$ cat config.mk
export PLATFORM = sky130hd
export DESIGN_NAME = dmsrc_ram
export DESIGN_NICKNAME = d
export VERILOG_FILES = /design/src/sv/dmsrc_ram.sv
export SDC_FILE = /design/constraint.sdc
export NUM_CORES = 1
export LEC_CHECK = 0
export ABC_AREA = 1
export BUFFER_PORTS_ARGS = -buffer_cell sky130_fd_sc_hd__buf_4
export CORE_ASPECT_RATIO = 0.5
export CORE_UTILIZATION = 40
export CTS_BUF_LIST = sky130_fd_sc_hd__clkbuf_8
export DETAILED_ROUTE_END_ITERATION = 8
export PLACE_DENSITY = 0.55
export SETUP_SLACK_MARGIN = 0.02
export SLEW_MARGIN = 20
export SYNTH_ARGS = -nofsm -noshare
export SYNTH_HDL_FRONTEND = slang
export SYNTH_SLANG_ARGS = --single-unit
$ cat constraint.sdc
create_clock -name clk_i -period 1.65 [get_ports clk_i]
set_input_delay 0.2475 -clock clk_i [delete_from_list [all_inputs] [get_ports clk_i]]
set_output_delay 0.2475 -clock clk_i [all_outputs]
set_load 0.01 [all_outputs]
$ cat src/sv/dmsrc_ram.sv
// Generic single-port synchronous RAM with registered read data.
module dmsrc_ram #(
  parameter int unsigned WIDTH = 8,
  parameter int unsigned DEPTH = 16
) (
  input  logic                     clk_i,
  input  logic                     we_i,
  input  logic                     re_i,
  input  logic [$clog2(DEPTH)-1:0] addr_i,
  input  logic [WIDTH-1:0]         wdata_i,
  output logic [WIDTH-1:0]         rdata_o
);

  logic [WIDTH-1:0] mem_q [DEPTH];
  logic [WIDTH-1:0] rdata_q;

  // Write port and registered read port
  always_ff @(posedge clk_i) begin
    if (we_i) begin
      mem_q[addr_i] <= wdata_i;
    end
    if (re_i) begin
      rdata_q <= mem_q[addr_i];
    end
  end

  assign rdata_o = rdata_q;

endmodule

; After elaboration in Yosys (flattened, before gate mapping)
; Memory sizes are Yosys's and may differ from the RTL's. A register that Yosys moved wholly into a read port is not among the register bits.
; Index checks and enable logic that the tools add are counted.
; Widths: inputs -> output; s select.
[word_totals]
word_cells = 3
out_inout_bits = 8
register_bits = 0
memories = 1
input_bits = 15
ramBits = 128
[classes]
n_mux = 2
[mem_list]
columns = memory, words, width, rd, rd_ports_with_merged_regs, wr, line_no
row1 = mem_q, 16, 8, 1, 1, 1, 14  ; logic [WIDTH-1:0] mem_q [DEPTH];
[op_table]
columns = cell, count
row1 = $mux 1, 2

; Depth between registers and ports, before layout
; Gate-level depths: netlist of run 1.
[depth]
ltp_word = 2
ltp_mapped = 11

; Worst setup path after synthesis of run 1
; Ideal clock, no wire load.
[synth_timing]
path_type = input to register
from = input port addr_i[1]
to = memory mem_q[3][0], enable pin
path_slack_ps = 25
setup_time_ps = 370
path_stages = 4
required_time_ps = 1280
t_arrival_ps = 1254
path_cell_list = buf_2 > clkbuf_1 > nand3_1 > nor2_1
[synth_rtl]
columns = item, line_no
row1 = from (decl), 9  ; input logic [$clog2(DEPTH)-1:0] addr_i,
row2 = to (decl), 14
; Straight into the memory's write port.

; Worst setup path in the final report of run 1
[layout_timing]
from = register rdata_q[1] (netlist: rdata_o[1]), read port of mem_q
to = output port rdata_o[1]
[layout_rtl]
columns = item, line_no
row1 = from (decl), 15  ; logic [WIDTH-1:0] rdata_q;
row2 = to (decl), 11  ; output logic [WIDTH-1:0] rdata_o
; No word-level cell between the ends.

==> metrics, run 1 <==
clk sink count 136; PwrDens 1100 mW/mm^2; CP bufs+invs 1; RSZ-0062 raised after global routing no; Clock transition at path regs 80 ps; initial antenna violation count 0; IO buf count 22; register area 0.00408 mm^2; slowest CP cell edfxtp_1; global-route wire length before repair 20,900 um; DRC Markers 0; Reg-to-Reg End rdata_o[3]; Final Hold Viols 0; maximum VDD drop 0.424 mV; nets 611; Hold Crit Depth 1; Initial Utilization 41.4%; setup TNS 0 ps; syn avg cell area 10.4 um^2; # hold bufs at CTS 0; R2R setup slack 500 ps; grt total ovfl 0; Worst Hold Launch re_i; DP HPWL 8540 um; max cap viols 0; Die Span Y 86.2 um; warnings from Yosys 0; Pwr Total 7260 uW; flops & latches, synth 136; CP delay by family, top flip-flops; worst path cell trace buf_4; min-delay worst type in -> reg; critical setup path kind reg -> out; worst-case clock buffer depth 2; die width 170 um; non-filler cells, final 801; GRT Util Overall 19.7%; Slew Limit Fails 0; H-tree depth 4; vias per cell 4.57; PostCTS Resize Cnt 0; Reg2Reg Depth 8; vias in the first global route 3,588; Worst Hold End rdata_o[2]; die area 0.0147 mm^2; worst r2r src mem_q[3][3]; final WL 13,100 um; fmax 814 MHz; Routed Antenna Nets 0; WL/cell 16.4 um; placed instance area 0.00618 mm^2; synthesis-to-layout area growth 16.2%; TritonCTS buffer count 17; Placed Cells 769; Critical Path AT 980 ps; share of layout cells above drive strength 1 13.3%; mapped cell area 0.00567 mm^2; max incr delay on CP 400 ps; Filler cells 1,277; Crit. End Element primary output; Leak 0.00282 uW; met3 routed WL 545 um; Setup Buffers After CTS 0; Worst-Skew Late Latency 430 ps; met2 wire length 5500 um; top layer in use met4; row count 30; Mapped Nets 563; final setup vio count 0; Final Critical Period 1230 ps; period utilization 74.4%; Slew headroom 80.3%; Worst EP required 1400 ps; post-route cell area 0.00659 mm^2; Synth cell types 10; CTS tree done; Slew @ Worst Pin 296 ps; Via Count 3,662; CP Max Fanout 1; num ports 23; initial drt markers 302; sequential fraction of the synthesis area 72.0%; pin count of the biggest net entering global routing 29; status finished, final reports clean; RD Place Congestion 0.840; met1 wire length 6890 um; core area 0.0137 mm^2; multi-input logic area 0.00139 mm^2; Setup Skew 12.4 ps; Worst setup SP type register; clock root cell clkbuf_8; Synth Instances 548; Pre-antenna DRT Iters 4; diode count 0
[flip-flops by register name (all words and copies together) (netlist names)]
register	count
rdata_o	8
mem_q	128
[layout by cell type (no fill, tap or decap)]
cell type and n:
buf_12 1, nor2_1 18, edfxtp_1 136, clkinv_1 2
nand2_1 346, buf_4 49, clkinvlp_4 2, clkinv_2 2
bufinv_16 3, inv_2 1, nand3_1 4, clkbuf_8 17
clkinv_4 2, inv_1 22, inv_6 4
[layer usage]
layer | vias to the layer above | global-route usage, %
met5 | - | 0
met4 | 0 | 6.80
met3 | 15 | 3.15
met2 | 79 | 28.2
met1 | 1715 | 30.4
li1 | 1853 | -
[stage by stage]
stage / hold slack, ps / worst slack, ps / utilization (%)
floorplan: 346 / 25.3 / -
detailed placement: 549 / 134 / 45.1
finish: 114 / 422 / 48.1
global route: 102 / 365 / 48.1
CTS: 90.3 / 391 / 48.1
global placement: 548 / 121 / 45.1
[where the power goes]
part / leakage [uW] / switching (uW) / internal (uW)
Combinational: 0.00137 / 355 / 158
Clock: 0.000206 / 1340 / 1500
Sequential: 0.00124 / 20.0 / 3890
Total: 0.00282 / 1710 / 5550
[worst max path at each step]
| stage | startpoint | cells after the start | end |
|---|---|---|---|
| global route | mem_q[10][3] | 8 | rdata_o[3] |
| detailed placement | addr_i[0] | 11 | rdata_o[3] |
| CTS | rdata_o[1] | 1 | rdata_o[1] |
| global placement | addr_i[0] | 11 | rdata_o[4] |
| finish | rdata_o[1] | 1 | rdata_o[1] |
| floorplan | addr_i[1] | 4 | mem_q[3][0] |
[Yosys cell counts]
| cell | number | area (um^2) |
|---|---|---|
| clkbuf_1 | 3 | 11.3 |
| inv_2 | 1 | 3.75 |
| inv_1 | 21 | 78.8 |
| edfxtp_1 | 136 | 4080 |
| buf_4 | 6 | 45.0 |
| nor2_1 | 18 | 67.6 |
| nand3_1 | 4 | 20.0 |
| nand2_1 | 346 | 1300 |
| buf_2 | 12 | 60.1 |
| clkinv_1 | 1 | 3.75 |
[kinds of logic (layout without fill, tap and decap cells)]
group                  count (synthesis)  count (layout)  synth area share, %
flip-flops                           136             136                 72.0
AND/OR/NAND/NOR                      368             368                 24.4
buffers and inverters                 44             105                 3.57
[layout make-up]
class / instances / share of cell area (%)
well taps: 192 / 3.64
flip-flops and latches: 136 / 61.9
clock inverters: 15 / 2.66
repair buffers: 50 / 5.88
clock buffers: 17 / 3.55
multi-input cells: 368 / 21.0
inverters: 23 / 1.31
Power figures use the tool's default switching activity.
==> inputs of run 2 (changes only) <==
Clock period 1.65 ns to 1.1 ns, I/O delays scaled along.
==> run 2 against run 1 <==
Against the previous run:
- the flow now finishes with violations (setup timing)
- critical endpoint unchanged
- critical path depth is the same
- cell count shrank 1.1%
- sequential share of layout area shrank 3.2 points
- clock skew grew 2.2 ps
- clock power grew 60%
==> metrics, run 2 (synthesized netlist as in run 1, its figures left out) <==
H-tree depth 4 (unchanged); max incr delay on CP 430 ps (+30 ps); WL/cell 16.9 um (+3.2%); synthesis-to-layout area growth 22.5%; period utilization 109%; final setup vio count 15 (+15); critical setup path kind reg -> out; fin util 50.7% (+2.6 points); Clock transition at path regs 90 ps (about the same); Most flops, register mem_q; RSZ-0062 raised after global routing yes; Final Hold Viols 0 (unchanged); max cap viols 0 (unchanged); DRC Markers 0 (unchanged); Slew headroom 79.2% (-1.1 points); CP Max Fanout 1 (unchanged); RD Place Congestion 0.768 (-8.5%); commonest non-fill, non-tap cells in the layout nand2_1 (322), edfxtp_1 (136), buf_4 (25); PwrDens 1630 mW/mm^2 (+48%); failing checks setup timing; share of layout cells above drive strength 1 21.0% (+7.7 points); max reg flops 128 (unchanged); status complete, but fails checks; CP delay by family, top flip-flops; Initial Utilization 41.4% (unchanged); met2 wire length 5800 um (+5.5%); die width 170 um (unchanged); Slew @ Worst Pin 312 ps (+15.7 ps); clock root cell clkbuf_8; Setup Skew 14.6 ps (+2.21 ps); DP HPWL 8420 um (-1.4%); clk sink count 136 (unchanged); most common cell after layout, fill and taps aside nand2_1; Pwr Total 11,300 uW (+56%); min-delay worst type in -> reg; vias in the first global route 3,602 (+0.39%); top layer in use met4; Pre-antenna DRT Iters 5 (+1); Critical Path AT 1030 ps (+50 ps); fmax 835 MHz; diode count 0 (unchanged); core area 0.0137 mm^2 (unchanged); met3 routed WL 456 um (-16%); nets 602 (-1.5%); Via Count 3,661 (-0.027%); Worst setup SP type register; Worst-Skew Late Latency 450 ps (+20 ps); initial drt markers 351 (+16%); final WL 13,400 um (+2.0%); pin count of the biggest net entering global routing 35 (+21%); CP bufs+invs 1 (unchanged); initial antenna violation count 0 (unchanged); Final Critical Period 1200 ps; IO buf count 22 (unchanged); slowest CP cell edfxtp_1; met1 wire length 7020 um (+1.8%); grt total ovfl 0 (unchanged); Worst EP required 940 ps (-460 ps); Die Span Y 86.2 um (unchanged); worst-case clock buffer depth 2 (unchanged); row count 30 (unchanged); num ports 23 (unchanged); TritonCTS buffer count 17 (unchanged); vias per cell 4.62 (+1.1%); die area 0.0147 mm^2 (unchanged); Final Worst Setup Slack -97.6 ps (-519 ps); GRT Util Overall 20.2% (+0.45 points); Slew Limit Fails 0 (unchanged); Routed Antenna Nets 0 (unchanged); worst path cell trace buf_6; global-route wire length before repair 21,000 um (+0.46%); Filler cells 1,232 (-3.5%); maximum VDD drop 0.741 mV (+75%); Leak 0.00283 uW (+0.56%); Crit. End Element primary output; CTS tree done
==> run 2: changes by cell type in the layout (fill, tap and decap cells not counted), moves of 7 or more <==
cell,delta
inv_1,-7
nand2_1,-24
inv_2,+7
buf_4,-24
nor2_4,+18
nor2_1,-18
buf_12,+8
nand2_2,+24
==> run 2: cell type report <==
type                       count  area (um^2)  area share [%]
clock inverter                15          203            2.92
clock buffer                  17          234            3.37
tap                          192          240            3.46
sequential                   136         4080            58.8
inverter                      23          111            1.60
timing repair buffer          41          445            6.41
multi-input combinational    368         1630            23.5
==> run 2: report_power, final <==
part / internal (uW) / leakage, uW / total (uW) / switching, uW
logic: 304 / 0.00138 / 909 / 605
clock network: 2480 / 0.000215 / 4550 / 2070
registers: 5830 / 0.00124 / 5860 / 34.7
==> run 2: worst paths after layout <==
check	start	end	slack (ps)	depth (start not counted)
worst max register to register	mem_q[6][7]	rdata_o[7]	-30	8
worst min-delay path	wdata_i[3]	mem_q[10][3]	60	1
worst max-delay path	rdata_o[1]	rdata_o[1]	-100	1
worst min register to register	mem_q[8][6]	rdata_o[6]	790	8
==> run 2: per-layer routing <==
layer,GRT usage [%],vias to the layer above
met5,0,-
met4,5.65,0
met2,29.0,58
li1,-,1844
met3,4.29,11
met1,30.8,1748
==> run 2: per-stage QoR <==
step | setup TNS, ps | worst slack (ps) | area [um^2] | instances | hold WS [ps]
2_1_floorplan | -135 | -14.7 | 5950 | 548 | 264
3_3_place_gp | -27990 | -289 | 6420 | 759 | 476
3_5_place_dp | -28790 | -286 | 6420 | 759 | 480
4_1_cts | -663 | -112 | 6900 | 792 | 50.4
5_1_grt | -1290 | -116 | 6950 | 792 | 61.9
6_report | -463 | -97.6 | 6950 | 792 | 64.8
==> run 2: timing repair <==
| item | in CTS | in global routing |
|---|---|---|
| gates resized for setup | 16 | 18 |
| endpoints found under the setup margin | 16 | 16 |
| hold buffers | 1 | 0 |
| pin swaps | 33 | 31 |
| hold endpoints to repair | 1 | 0 |
| setup buffers | 0 | 0 |
