===== config.mk =====
export PLATFORM = sky130hd
export DESIGN_NAME = dmsrc_decide
export DESIGN_NICKNAME = d
export VERILOG_FILES = /design/src/sv/dmsrc_pkg.sv /design/src/sv/dmsrc_decide.sv
export SDC_FILE = /design/constraint.sdc
export NUM_CORES = 1
export LEC_CHECK = 0
export BUFFER_PORTS_ARGS = -buffer_cell sky130_fd_sc_hd__buf_2
export CORE_AREA = 5 5 192 194
export DETAILED_ROUTE_END_ITERATION = 12
export DIE_AREA = 0 0 197 199
export PLACE_DENSITY = 0.32
export SKIP_LAST_GASP = 1
export SLEW_MARGIN = 20
export SYNTH_ARGS = -nofsm -noshare
export SYNTH_HDL_FRONTEND = slang
export SYNTH_SLANG_ARGS = --single-unit

===== constraint.sdc =====
create_clock -name vclk -period 1.58
set_input_delay 0.079 -clock vclk [all_inputs]
set_output_delay 0.079 -clock vclk [all_outputs]
set_load 0.05 [all_outputs]

===== src/sv/dmsrc_pkg.sv =====
// Shared types and constants for the direct-mapped search result cache.
package dmsrc_pkg;

  // Default slot index width (slot count is a power of two of it)
  localparam int unsigned IndexBitsDef = 12;

  // Evaluation returned by a probe that misses
  localparam logic signed [15:0] MissEval = 16'sd10000;

  // Generation value after reset and after clear all
  localparam logic [15:0] GenReset = 16'd1;

  // Action codes of a request
  typedef enum logic [2:0] {
    ACT_PROBE     = 3'd0,
    ACT_STORE     = 3'd1,
    ACT_READ      = 3'd2,
    ACT_WRITE     = 3'd3,
    ACT_CLEAR     = 3'd4,
    ACT_CLEAR_ALL = 3'd5
  } action_e;

  // One table slot as held in memory
  typedef struct packed {
    logic [63:0]        key;
    logic signed [7:0]  depth;
    logic signed [15:0] score;
    logic [15:0]        move;
    logic [15:0]        gen;
  } entry_t;

  localparam int unsigned EntryW = $bits(entry_t);

  // One captured request
  typedef struct packed {
    logic [2:0]         action;
    logic [63:0]        key;
    logic signed [7:0]  depth;
    logic signed [15:0] score;
    logic [15:0]        move;
    logic [15:0]        egen;
  } req_t;

  // One result
  typedef struct packed {
    logic               hit;
    logic [63:0]        key;
    logic signed [7:0]  depth;
    logic signed [15:0] score;
    logic [15:0]        move;
    logic [15:0]        gen;
    logic               done;
  } result_t;

  // Slot write-back decided from a request and the slot read
  typedef struct packed {
    logic   we;
    entry_t data;
  } wback_t;

endpackage


===== src/sv/dmsrc_decide.sv =====
// Hit and replacement decision, write-back data and result formatting.
module dmsrc_decide (
  input  dmsrc_pkg::req_t    req_i,
  input  dmsrc_pkg::entry_t  slot_i,
  input  logic [15:0]        generation_i,
  output dmsrc_pkg::wback_t  wb_o,
  output dmsrc_pkg::result_t res_o
);

  logic key_eq;
  logic probe_hit;
  logic replace;
  dmsrc_pkg::entry_t new_entry;

  // Compares against the stored slot
  assign key_eq    = (slot_i.key == req_i.key);
  assign probe_hit = key_eq && ($signed(slot_i.depth) >= $signed(req_i.depth));
  assign replace   = key_eq || ($signed(req_i.depth) >= $signed(slot_i.depth)) ||
                     (generation_i > slot_i.gen);

  // Entry built from the request; stamp chosen per action
  always_comb begin
    new_entry.key   = req_i.key;
    new_entry.depth = req_i.depth;
    new_entry.score = req_i.score;
    new_entry.move  = req_i.move;
    new_entry.gen   = generation_i;
    if (req_i.action == dmsrc_pkg::ACT_WRITE) begin
      new_entry.gen = req_i.egen;
    end
  end

  // Per-action write-back and result
  always_comb begin
    wb_o  = '0;
    res_o = '0;
    unique case (req_i.action)
      dmsrc_pkg::ACT_PROBE: begin
        res_o.done = 1'b1;
        if (probe_hit) begin
          res_o.hit   = 1'b1;
          res_o.depth = slot_i.depth;
          res_o.score = slot_i.score;
          res_o.move  = slot_i.move;
        end else begin
          res_o.score = dmsrc_pkg::MissEval;
        end
      end
      dmsrc_pkg::ACT_STORE: begin
        res_o.done = 1'b1;
        wb_o.we    = replace;
        wb_o.data  = new_entry;
      end
      dmsrc_pkg::ACT_READ: begin
        res_o.done  = 1'b1;
        res_o.key   = slot_i.key;
        res_o.depth = slot_i.depth;
        res_o.score = slot_i.score;
        res_o.move  = slot_i.move;
        res_o.gen   = slot_i.gen;
      end
      dmsrc_pkg::ACT_WRITE: begin
        res_o.done = 1'b1;
        wb_o.we    = 1'b1;
        wb_o.data  = new_entry;
      end
      dmsrc_pkg::ACT_CLEAR: begin
        res_o.done = 1'b1;
        wb_o.we    = 1'b1;
      end
      dmsrc_pkg::ACT_CLEAR_ALL: begin
        // sweep already done by the controller
        res_o.done = 1'b1;
      end
      default: begin
        // unused codes: no change, empty result
      end
    endcase
  end

endmodule


======== Yosys cells after proc, flatten, opt, wreduce, memory -nomap -nowiden ========
Cells that the tools add are included.
storage, ports and cells
  register bits after elaboration ......... 0
  input port bits ......................... 259
  output and inout port bits .............. 243
  word-level logic and storage cells ...... 28
cells by class
  magnitude comparators ................... 3
  eq/ne operators ......................... 6
  multiplexer cells ....................... 12
  reduce and logical (&&, ||, !) cells .... 7
operators with widths
  cell                                                              number
  120-bit 2-to-1 mux                                                1
  40-bit case mux with 2 select lines                               1
  64-bit == test                                                    1
  16-bit 2-to-1 mux                                                 4
  64-bit 2-to-1 mux                                                 1
  8-bit >= comparator                                               2
  16-bit greater-than comparator                                    1
  8-bit 2-to-1 mux                                                  1
  3-bit by 2-bit == test with 1-bit output (second input constant)  2
  3-bit == test (second input constant)                             2
  6-bit OR reduction                                                1
  2-bit OR reduction                                                2
  3-bit by 1-bit == test with 1-bit output (second input constant)  1
  3-bit logical NOT                                                 1
  1-bit 2-to-1 mux                                                  3
  1-bit logical OR                                                  2
  1-bit case mux with 2 select lines                                1
  1-bit logical AND                                                 1

======== Longest topological paths before layout ========
Gate-level depths: netlist of the first run.
  word-level depth ........................ 4
  depth in mapped cells ................... 9
  depth with buffers taken out ............ 8

======== Worst setup path after synthesis of the first run ========
Ideal clock, no wire load.
  path kind ............................... input -> output
  from .................................... input port slot_i[49] in the netlist's numbering
  to ...................................... output port res_o[17] in the netlist's numbering
  arrival ................................. 2.035 ns
  data required time ...................... 1.501 ns
  path slack .............................. -0.534 ns
  stages on the path ...................... 9
  buffers on the path ..................... 1
  path through ............................ inv_1 > ha_1 > nor2b_1 > o211ai_1 > a21oi_1 > o22ai_1 > o21bai_4 > buf_4 > a21oi_1
RTL lines
  what         line               source
  from (decl)  dmsrc_decide.sv:4  input dmsrc_pkg::entry_t slot_i,
  to (decl)    dmsrc_decide.sv:7  output dmsrc_pkg::result_t res_o

==> results of run 1 <==
-- worst paths after layout --
path	depth (start not counted)	slack [ps]	end	startpoint
max	11	-680	res_o[46]	slot_i[93]
min	3	500	res_o[46]	slot_i[45]
-- cell usage in the layout (no fill, tap or decap), types with 2 or more instances in the layout --
cell / netlist / routed
sky130_fd_sc_hd__o21ai_0: 2 / 2
sky130_fd_sc_hd__buf_12: 0 / 28
sky130_fd_sc_hd__buf_6: 2 / 38
sky130_fd_sc_hd__xnor2_4: 0 / 4
sky130_fd_sc_hd__xnor2_2: 0 / 8
sky130_fd_sc_hd__nor4_2: 0 / 4
sky130_fd_sc_hd__a21oi_1: 41 / 6
sky130_fd_sc_hd__and4_1: 2 / 2
sky130_fd_sc_hd__nand4_1: 21 / 21
sky130_fd_sc_hd__buf_2: 3 / 436
sky130_fd_sc_hd__buf_4: 2 / 58
sky130_fd_sc_hd__o211ai_1: 2 / 2
sky130_fd_sc_hd__nor2b_4: 0 / 2
sky130_fd_sc_hd__inv_1: 26 / 26
sky130_fd_sc_hd__and3_1: 81 / 81
sky130_fd_sc_hd__ha_1: 24 / 23
sky130_fd_sc_hd__a21o_1: 2 / 2
sky130_fd_sc_hd__o21a_1: 2 / 2
sky130_fd_sc_hd__clkbuf_16: 0 / 2
sky130_fd_sc_hd__nand3_1: 2 / 2
sky130_fd_sc_hd__nand2_1: 38 / 38
sky130_fd_sc_hd__a21oi_4: 0 / 35
sky130_fd_sc_hd__nor2_2: 0 / 10
sky130_fd_sc_hd__nor2b_1: 5 / 3
sky130_fd_sc_hd__a22o_4: 0 / 5
sky130_fd_sc_hd__and2_1: 103 / 103
sky130_fd_sc_hd__mux2i_1: 16 / 16
sky130_fd_sc_hd__buf_8: 0 / 9
sky130_fd_sc_hd__nor2_1: 23 / 12
sky130_fd_sc_hd__xnor2_1: 64 / 52
-- metrics by stage --
| stage | hold WS (ps) | setup WS (ps) | power, W | cells | util, % |
|---|---|---|---|---|---|
| after floorplan | 320 | -31.4 | 0.00140 | 517 | - |
| after global placement | 568 | -1310 | 0.00250 | 1500 | 21.4 |
| after detailed placement | 571 | -1350 | 0.00249 | 1500 | 21.4 |
| after CTS | 499 | -715 | 0.00259 | 1503 | 22.6 |
| after global routing | 509 | -731 | 0.00278 | 1506 | 23.3 |
| final | 499 | -679 | 0.00259 | 1506 | 23.3 |
-- area by class of cell --
class	count	area, sq um
Fill cell	3938	26900
Timing Repair Buffer	571	3790
Multi-Input combinational cell	446	3690
Tap cell	461	577
Inverter	27	103
Antenna cell	1	2.50
-- worst max-delay path: cells and delay by family --
family | cells | cell delay (ps)
AO/OA/AOI/OAI | 2 | 480
AND/OR/NAND/NOR | 3 | 710
buffers and inverters | 5 | 730
XOR/XNOR | 1 | 150
-- layer usage --
metal	global-route usage, %	up-vias	part of all wire (%)
li1	-	2802	-
met4	1.85	0	1.6
met2	23.9	254	53
met5	0	-	0
met3	1.59	12	5.4
met1	14.3	2516	40
-- power by group through the flow --
stage,clock (W),sequential (W),combinational [W]
CTS,0,0,0.00259
detailed placement,0,0,0.00249
global placement,0,0,0.00250
finish,0.0000000000851,0,0.00259
floorplan,0,0,0.00140
global route,0.0000000000850,0,0.00278
-- logic make-up after synthesis --
kind of cell             after synthesis
AND/OR/NAND/NOR                      283
buffers and inverters                 71
XOR/XNOR                              64
AO/OA/AOI/OAI                         59
adder cells (fa/ha/maj)               24
multiplexers                          16
-- repair_timing --
action                     CTS  global route
pin swaps                   21            24
gates resized for setup     95            38
gates cloned                 1             1
setup buffers                2             2
setup endpoints to repair   42            42
==> impl_metrics.toml, run 1 <==
[outcome]
outcome = "finished with violations"
violations = "negative setup slack"

[route]
route.vias.total = 5584
wl_per_cell_microns = 17.7
detailedRoute.firstIterationViolations = 83
via_per_inst = 3.71
finalWirelength_microns = 26600
drt_drc_violations_left = 0
detail-route-antenna-nets = 0
drt_pass1_iterations = 4

[worst_setup_path]
endpoint_kind = "primary output"
critical_path_peak_fanout = 8
timing.setup.critical_path_class = "in2out"
crit_path_max_incr_delay_ps = 350
timing.critical_path.cells = "buf_8, xnor2_4, nand4_1, nor4_2, buf_4, nand4_1, buf_6, o21bai_4, buf_12, a22o_4, buf_8"
timing.critical_path.from_type = "input pin"
arrival_ps = 2180
cp_slowest_cell = "sky130_fd_sc_hd__nor4_2"
critPathRequiredTime_ps = 1500

[power_and_ir_drop]
ir_drop_mv = 0.129
power_frac_seq_pct = 0
power.leakage_nw = 4.50
cell_internal_pwr_w = 0.00100
clockPowerShare_pct = 0
power.switching_w = 0.00159
p_comb_share_pct = 100.0
power_density_mw_per_mm2 = 318
power_switching_share_pct = 61.4

[placed_design]
io_buffer_count = 502
dpl-instance-area_sq_mm = 0.00752
placer_s_final_routability_congestion_estimate = 0.784
hpwl_after_dpl_microns = 23300

[synthesis]
cell_types_with_the_highest_counts_after_synthesis = "sky130_fd_sc_hd__and2_1, sky130_fd_sc_hd__and3_1, sky130_fd_sc_hd__xnor2_1"
synth_compound_area_share_pct = 10.8
yosys.cell_count.top_type = "sky130_fd_sc_hd__and2_1"
mappedNetlistArea_sq_mm = 0.00329
yosys.area_share.simple_pct = 49.3
syn_inst = 517
synth_top_family_by_area = "simple AND/OR/NAND/NOR gates"
yosys.cell_types.count = 32
yosys-top-cells-area = "sky130_fd_sc_hd__and2_1, sky130_fd_sc_hd__xnor2_1, sky130_fd_sc_hd__and3_1, sky130_fd_sc_hd__ha_1, sky130_fd_sc_hd__a21oi_1"
synth_mux_area_share_pct = 4.87
synth.net_count = 800
synth_largest_type_area_fraction_pct = 19.6
synth-adder-area-share_pct = 9.14
synthDominantAreaCellType = "sky130_fd_sc_hd__and2_1"
yosys_warnings = 0
synth_sequential_area_ratio_pct = 0
yosys.area_share.xor_xnor_pct = 17.1
avgSynthCellArea_sq_um = 6.36

[cells_and_area]
ff_latch_area_sq_um = 0
postLayoutCellArea_sq_mm = 0.00816
numSequentialCells = 0
layout.clock_buffers = 0
final_layout_size_suffix_gt1_share_pct = 62.0
fin_nets = 1329
synthToLayoutAreaGrowth_pct = 148

[timing]
fin_tns_setup_ps = -26320
grt_setup_unrepaired = "yes"
worst_tran_pin_value_ps = 466
timing.final.setup_violations = 42
max-slew-margin-rel_pct = 68.9
final.min_clock_period_ps = 2260
fmax_mhz = 443
final_max_slew_viol_count = 0
final.period_utilization_pct = 143
final-hold-violation-count = 0
layout_setup_ws_ps = -679

[floorplan]
design.die.area_sq_mm = 0.0392
dieHeight_microns = 199
rows = 69
coreArea_sq_mm = 0.0351
die_x_microns = 197
floorplan.initialDensity_pct = 9.38
pin_count = 502

[run]
max_cap_viol_count = 0

[global_route]
grt_pass1_vias = 5897
grt_max_degree = 98
grt_antenna_before_repair = 1
grt_first_pass_wirelength_microns = 37300
global_route.overflow_total = 0
groute.usage.overall_pct = 12.2

[min_path]
worst_hold_path_type = "in2out"

[clocking]
hold_buffers = 0
No activity file was read; power rests on OpenSTA's default activity.
==> inputs of run 2 (changes only) <==
--- a/config.mk
+++ b/config.mk
@@ -10,6 +10,7 @@
 export DETAILED_ROUTE_END_ITERATION = 12
 export DIE_AREA = 0 0 197 199
 export PLACE_DENSITY = 0.32
+export REMOVE_ABC_BUFFERS = 1
 export SKIP_LAST_GASP = 1
 export SLEW_MARGIN = 20
 export SYNTH_ARGS = -nofsm -noshare
==> impl_metrics.toml, run 2 (synthesized netlist as in run 1, its figures left out) <==
[timing]
final.period_utilization_pct = 136
fin_tns_setup_ps = -22200
grt_setup_unrepaired = "yes"
max-slew-margin-rel_pct = 66.2
worst_tran_pin_value_ps = 507
timing.final.setup_violations = 42
final.min_clock_period_ps = 2150
layout_setup_ws_ps = -573
fmax_mhz = 465
final_max_slew_viol_count = 0
final-hold-violation-count = 0

[global_route]
grt_max_degree = 72
grt_antenna_before_repair = 1
groute.usage.overall_pct = 11.1
global_route.overflow_total = 0
grt_pass1_vias = 5802
grt_first_pass_wirelength_microns = 34900

[floorplan]
floorplan.initialDensity_pct = 9.38
pin_count = 502
dieHeight_microns = 199
die_x_microns = 197
rows = 69
design.die.area_sq_mm = 0.0392
coreArea_sq_mm = 0.0351

[route]
drt_pass1_iterations = 4
finalWirelength_microns = 24800
drt_drc_violations_left = 0
detailedRoute.firstIterationViolations = 95
route.vias.total = 5600
detail-route-antenna-nets = 0
via_per_inst = 3.72
wl_per_cell_microns = 16.4

[placed_design]
post-place-cells = 1502
hpwl_after_dpl_microns = 21000
placer_s_final_routability_congestion_estimate = 0.793
io_buffer_count = 502
worst_slack_after_detailed_placement_ps = -902

[power_and_ir_drop]
power_density_mw_per_mm2 = 313
design_power_total_w = 0.00245
power.leakage_nw = 4.43
ir_drop_mv = 0.142

[cells_and_area]
fin_nets = 1329
final_layout_size_suffix_gt1_share_pct = 60.0
synthToLayoutAreaGrowth_pct = 138
layout.clock_buffers = 0
layout.cells.non_filler = 1506
ff_latch_area_sq_um = 0
mostFrequentLayoutCell = "sky130_fd_sc_hd__buf_2"
numSequentialCells = 0
most_frequent_cells_in_the_layout = "sky130_fd_sc_hd__buf_2, sky130_fd_sc_hd__and2_1, sky130_fd_sc_hd__and3_1"

[worst_setup_path]
endpoint_kind = "primary output"
arrival_ps = 2070
critical_path_peak_fanout = 8
timing.setup.critical_path_class = "in2out"
critPathRequiredTime_ps = 1500
timing.critical_path.from_type = "input pin"

[outcome]
outcome = "finished with violations"
violations = "negative setup slack"

[clocking]
hold_buffers = 0

[run]
max_cap_viol_count = 0

[min_path]
worst_hold_path_type = "in2out"
[run 2: cell count changes in the layout (fill, tap and decap cells not counted), sizes merged]
cell    before  now
buf        569  567
clkbuf       2    4
[run 2: timing repair]
| item | CTS | global route |
|---|---|---|
| gates resized for setup | 98 | 79 |
| gates cloned | 2 | 2 |
| setup endpoints to repair | 42 | 42 |
| setup buffers | 1 | 0 |
| pin swaps | 19 | 27 |
[run 2: area by class of cell]
| class | instances | area [sq um] |
|---|---|---|
| Tap cell | 461 | 577 |
| Timing Repair Buffer | 571 | 3680 |
| Fill cell | 4033 | 27200 |
| Multi-Input combinational cell | 446 | 3470 |
| Antenna cell | 1 | 2.50 |
| Inverter | 27 | 101 |
[run 2: worst max-delay path, stage by stage]
cell and delay [ps]:
sky130_fd_sc_hd__buf_2 120, sky130_fd_sc_hd__xnor2_2 160, sky130_fd_sc_hd__nand4_1 120, sky130_fd_sc_hd__nor4_1 300, sky130_fd_sc_hd__buf_4 190, sky130_fd_sc_hd__nand4_1 90
sky130_fd_sc_hd__buf_4 160, sky130_fd_sc_hd__o21bai_4 260, sky130_fd_sc_hd__clkbuf_16 230, sky130_fd_sc_hd__a21oi_2 160, sky130_fd_sc_hd__buf_6 170
[run 2: metrics by stage]
step | hold WS [ps] | utilization (%) | cell area, sq um
floorplan | 380 | - | 3100
global placement | 526 | 19.9 | 6970
detailed placement | 526 | 19.9 | 6970
CTS | 507 | 21.2 | 7420
global route | 509 | 22.3 | 7830
finish | 494 | 22.3 | 7830
[run 2: report_power, final]
group	leakage, nW	internal [W]	switching, W
clock	0.00000634	0.0000000000847	0
combinational	4.43	0.000931	0.00152
sequential	0	0	0
[run 2: worst paths after layout]
check  startpoint   endpoint  slack, ps  depth (start not counted)
min    slot_i[23]  res_o[24]        490                          4
max    req_i[105]  res_o[26]       -570                         11
[run 2: metal layers]
metal / global-route usage (%) / vias to the layer above / part of all wire (%)
met3: 1.80 / 8 / 6.5
met4: 0.668 / 0 / 0.70
li1: - / 2798 / -
met5: 0 / - / 0
met2: 20.8 / 220 / 52
met1: 14.1 / 2574 / 41
==> inputs of run 3 (changes only) <==
--- a/config.mk
+++ b/config.mk
@@ -6,10 +6,12 @@
 export NUM_CORES = 1
 export LEC_CHECK = 0
 export BUFFER_PORTS_ARGS = -buffer_cell sky130_fd_sc_hd__buf_2
-export CORE_AREA = 5 5 192 194
+export CELL_PAD_IN_SITES_DETAIL_PLACEMENT = 2
+export CELL_PAD_IN_SITES_GLOBAL_PLACEMENT = 2
+export CORE_AREA = 5 5 193 195
 export DETAILED_ROUTE_END_ITERATION = 12
-export DIE_AREA = 0 0 197 199
-export PLACE_DENSITY = 0.32
+export DIE_AREA = 0 0 198 200
+export PLACE_DENSITY = 0.66
 export REMOVE_ABC_BUFFERS = 1
 export SKIP_LAST_GASP = 1
 export SLEW_MARGIN = 20
==> impl_metrics.toml, run 3 (synthesized netlist as in run 1, its figures left out) <==
[worst_setup_path]
timing.setup.critical_path_class = "in2out"
critPathRequiredTime_ps = 1500
timing.critical_path.from_type = "input pin"
timing.critical_path.from = "req_i[97]"
critical_path_peak_fanout = 7
endpoint_kind = "primary output"
arrival_ps = 2260

[global_route]
grt_pass1_vias = 6646
grt_first_pass_wirelength_microns = 41400
groute.usage.overall_pct = 13.3
grt_antenna_before_repair = 3
global_route.overflow_total = 0
grt_max_degree = 66

[cells_and_area]
mostFrequentLayoutCell = "sky130_fd_sc_hd__buf_2"
most_frequent_cells_in_the_layout = "sky130_fd_sc_hd__buf_2, sky130_fd_sc_hd__and2_1, sky130_fd_sc_hd__and3_1"
multi_input_comb_area_sq_mm = 0.00353
synthToLayoutAreaGrowth_pct = 146
numSequentialCells = 0
fin_nets = 1336
n_fill_cell = 4231
ff_latch_area_sq_um = 0
final_layout_size_suffix_gt1_share_pct = 59.8
layout.clock_buffers = 0
layout.cells.non_filler = 1513

[power_and_ir_drop]
ir_drop_mv = 0.118
design_power_total_w = 0.00253
power_density_mw_per_mm2 = 313
power.leakage_nw = 4.52

[outcome]
outcome = "finished with violations"
violations = "negative setup slack"

[timing]
final.period_utilization_pct = 148
fin_tns_setup_ps = -28540
final.min_clock_period_ps = 2340
timing.hold.ws_ps = 515
timing.final.setup_violations = 42
worst_tran_pin_value_ps = 780
final-hold-violation-count = 0
layout_setup_ws_ps = -761
fmax_mhz = 427
final_max_slew_viol_count = 0
max-slew-margin-rel_pct = 48.0
grt_setup_unrepaired = "yes"

[floorplan]
pin_count = 502
dieHeight_microns = 200
rows = 69
design.die.area_sq_mm = 0.0396
floorplan.initialDensity_pct = 9.33
coreArea_sq_mm = 0.0352
die_x_microns = 198

[clocking]
hold_buffers = 0

[min_path]
timing.hold.worst_path_depth = 4
worst_hold_path_type = "in2out"
hold_start = "slot_i[55]"

[placed_design]
io_buffer_count = 502
placer_s_final_routability_congestion_estimate = 0.859
hpwl_after_dpl_microns = 25000
post-place-cells = 1501

[route]
wl_per_cell_microns = 19.4
drt_drc_violations_left = 0
finalWirelength_microns = 29400
via_per_inst = 3.87
detailedRoute.firstIterationViolations = 107
drt_pass1_iterations = 4
detail-route-antenna-nets = 0
route.vias.total = 5848

[run]
max_cap_viol_count = 0
run 3: cell types whose count changed in the layout (fill, tap and decap cells not counted), sizes merged:
cell,before,now
buf,567,578
clkbuf,4,0
run 3: cell type report:
| class | count | area share, % |
|---|---|---|
| antenna | 1 | 0.0310 |
| inverter | 27 | 1.25 |
| tap | 461 | 7.14 |
| timing repair buffer | 578 | 47.9 |
| multi-input combinational | 446 | 43.7 |
run 3: final timing paths:
kind	end	slack, ps
max	res_o[37]	-760
min	res_o[56]	520
run 3: worst max-delay path: stages:
cell and delay, ps:
sky130_fd_sc_hd__buf_2 120, sky130_fd_sc_hd__xnor2_2 220, sky130_fd_sc_hd__nand4_1 180, sky130_fd_sc_hd__nor4_4 370
sky130_fd_sc_hd__buf_4 170, sky130_fd_sc_hd__nand4_1 80, sky130_fd_sc_hd__buf_4 170, sky130_fd_sc_hd__o21bai_4 180
sky130_fd_sc_hd__buf_12 170, sky130_fd_sc_hd__buf_16 140, sky130_fd_sc_hd__a22o_1 220, sky130_fd_sc_hd__buf_6 160
run 3: metrics by stage:
stage | cell area [sq um] | setup WS, ps | util (%)
4_1_cts | 7960 | -874 | 22.6
3_5_place_dp | 7040 | -1370 | 20.0
3_3_place_gp | 7040 | -1360 | 20.0
6_report | 8080 | -761 | 22.9
2_1_floorplan | 3100 | -2380 | -
5_1_grt | 8080 | -897 | 22.9
run 3: where the power goes:
part              internal (W)        total (W)  switching, W  leakage, nW
sequential                   0                0             0            0
combinational         0.000943          0.00253       0.00158         4.52
clock          0.0000000000846  0.0000000000846             0   0.00000634
run 3: timing repair:
action                     CTS  global route
setup endpoints to repair   42            42
pin swaps                   42            10
setup buffers                8             1
cloned                       4             0
gates resized for setup    169            26
run 3: metal layers:
metal	GRT usage, %	vias up	routed length (microns)
li1	-	2816	-
met2	25.7	225	15600
met1	16.3	2787	11900
met5	0	-	0
met4	0.816	0	340
met3	2.13	20	1540
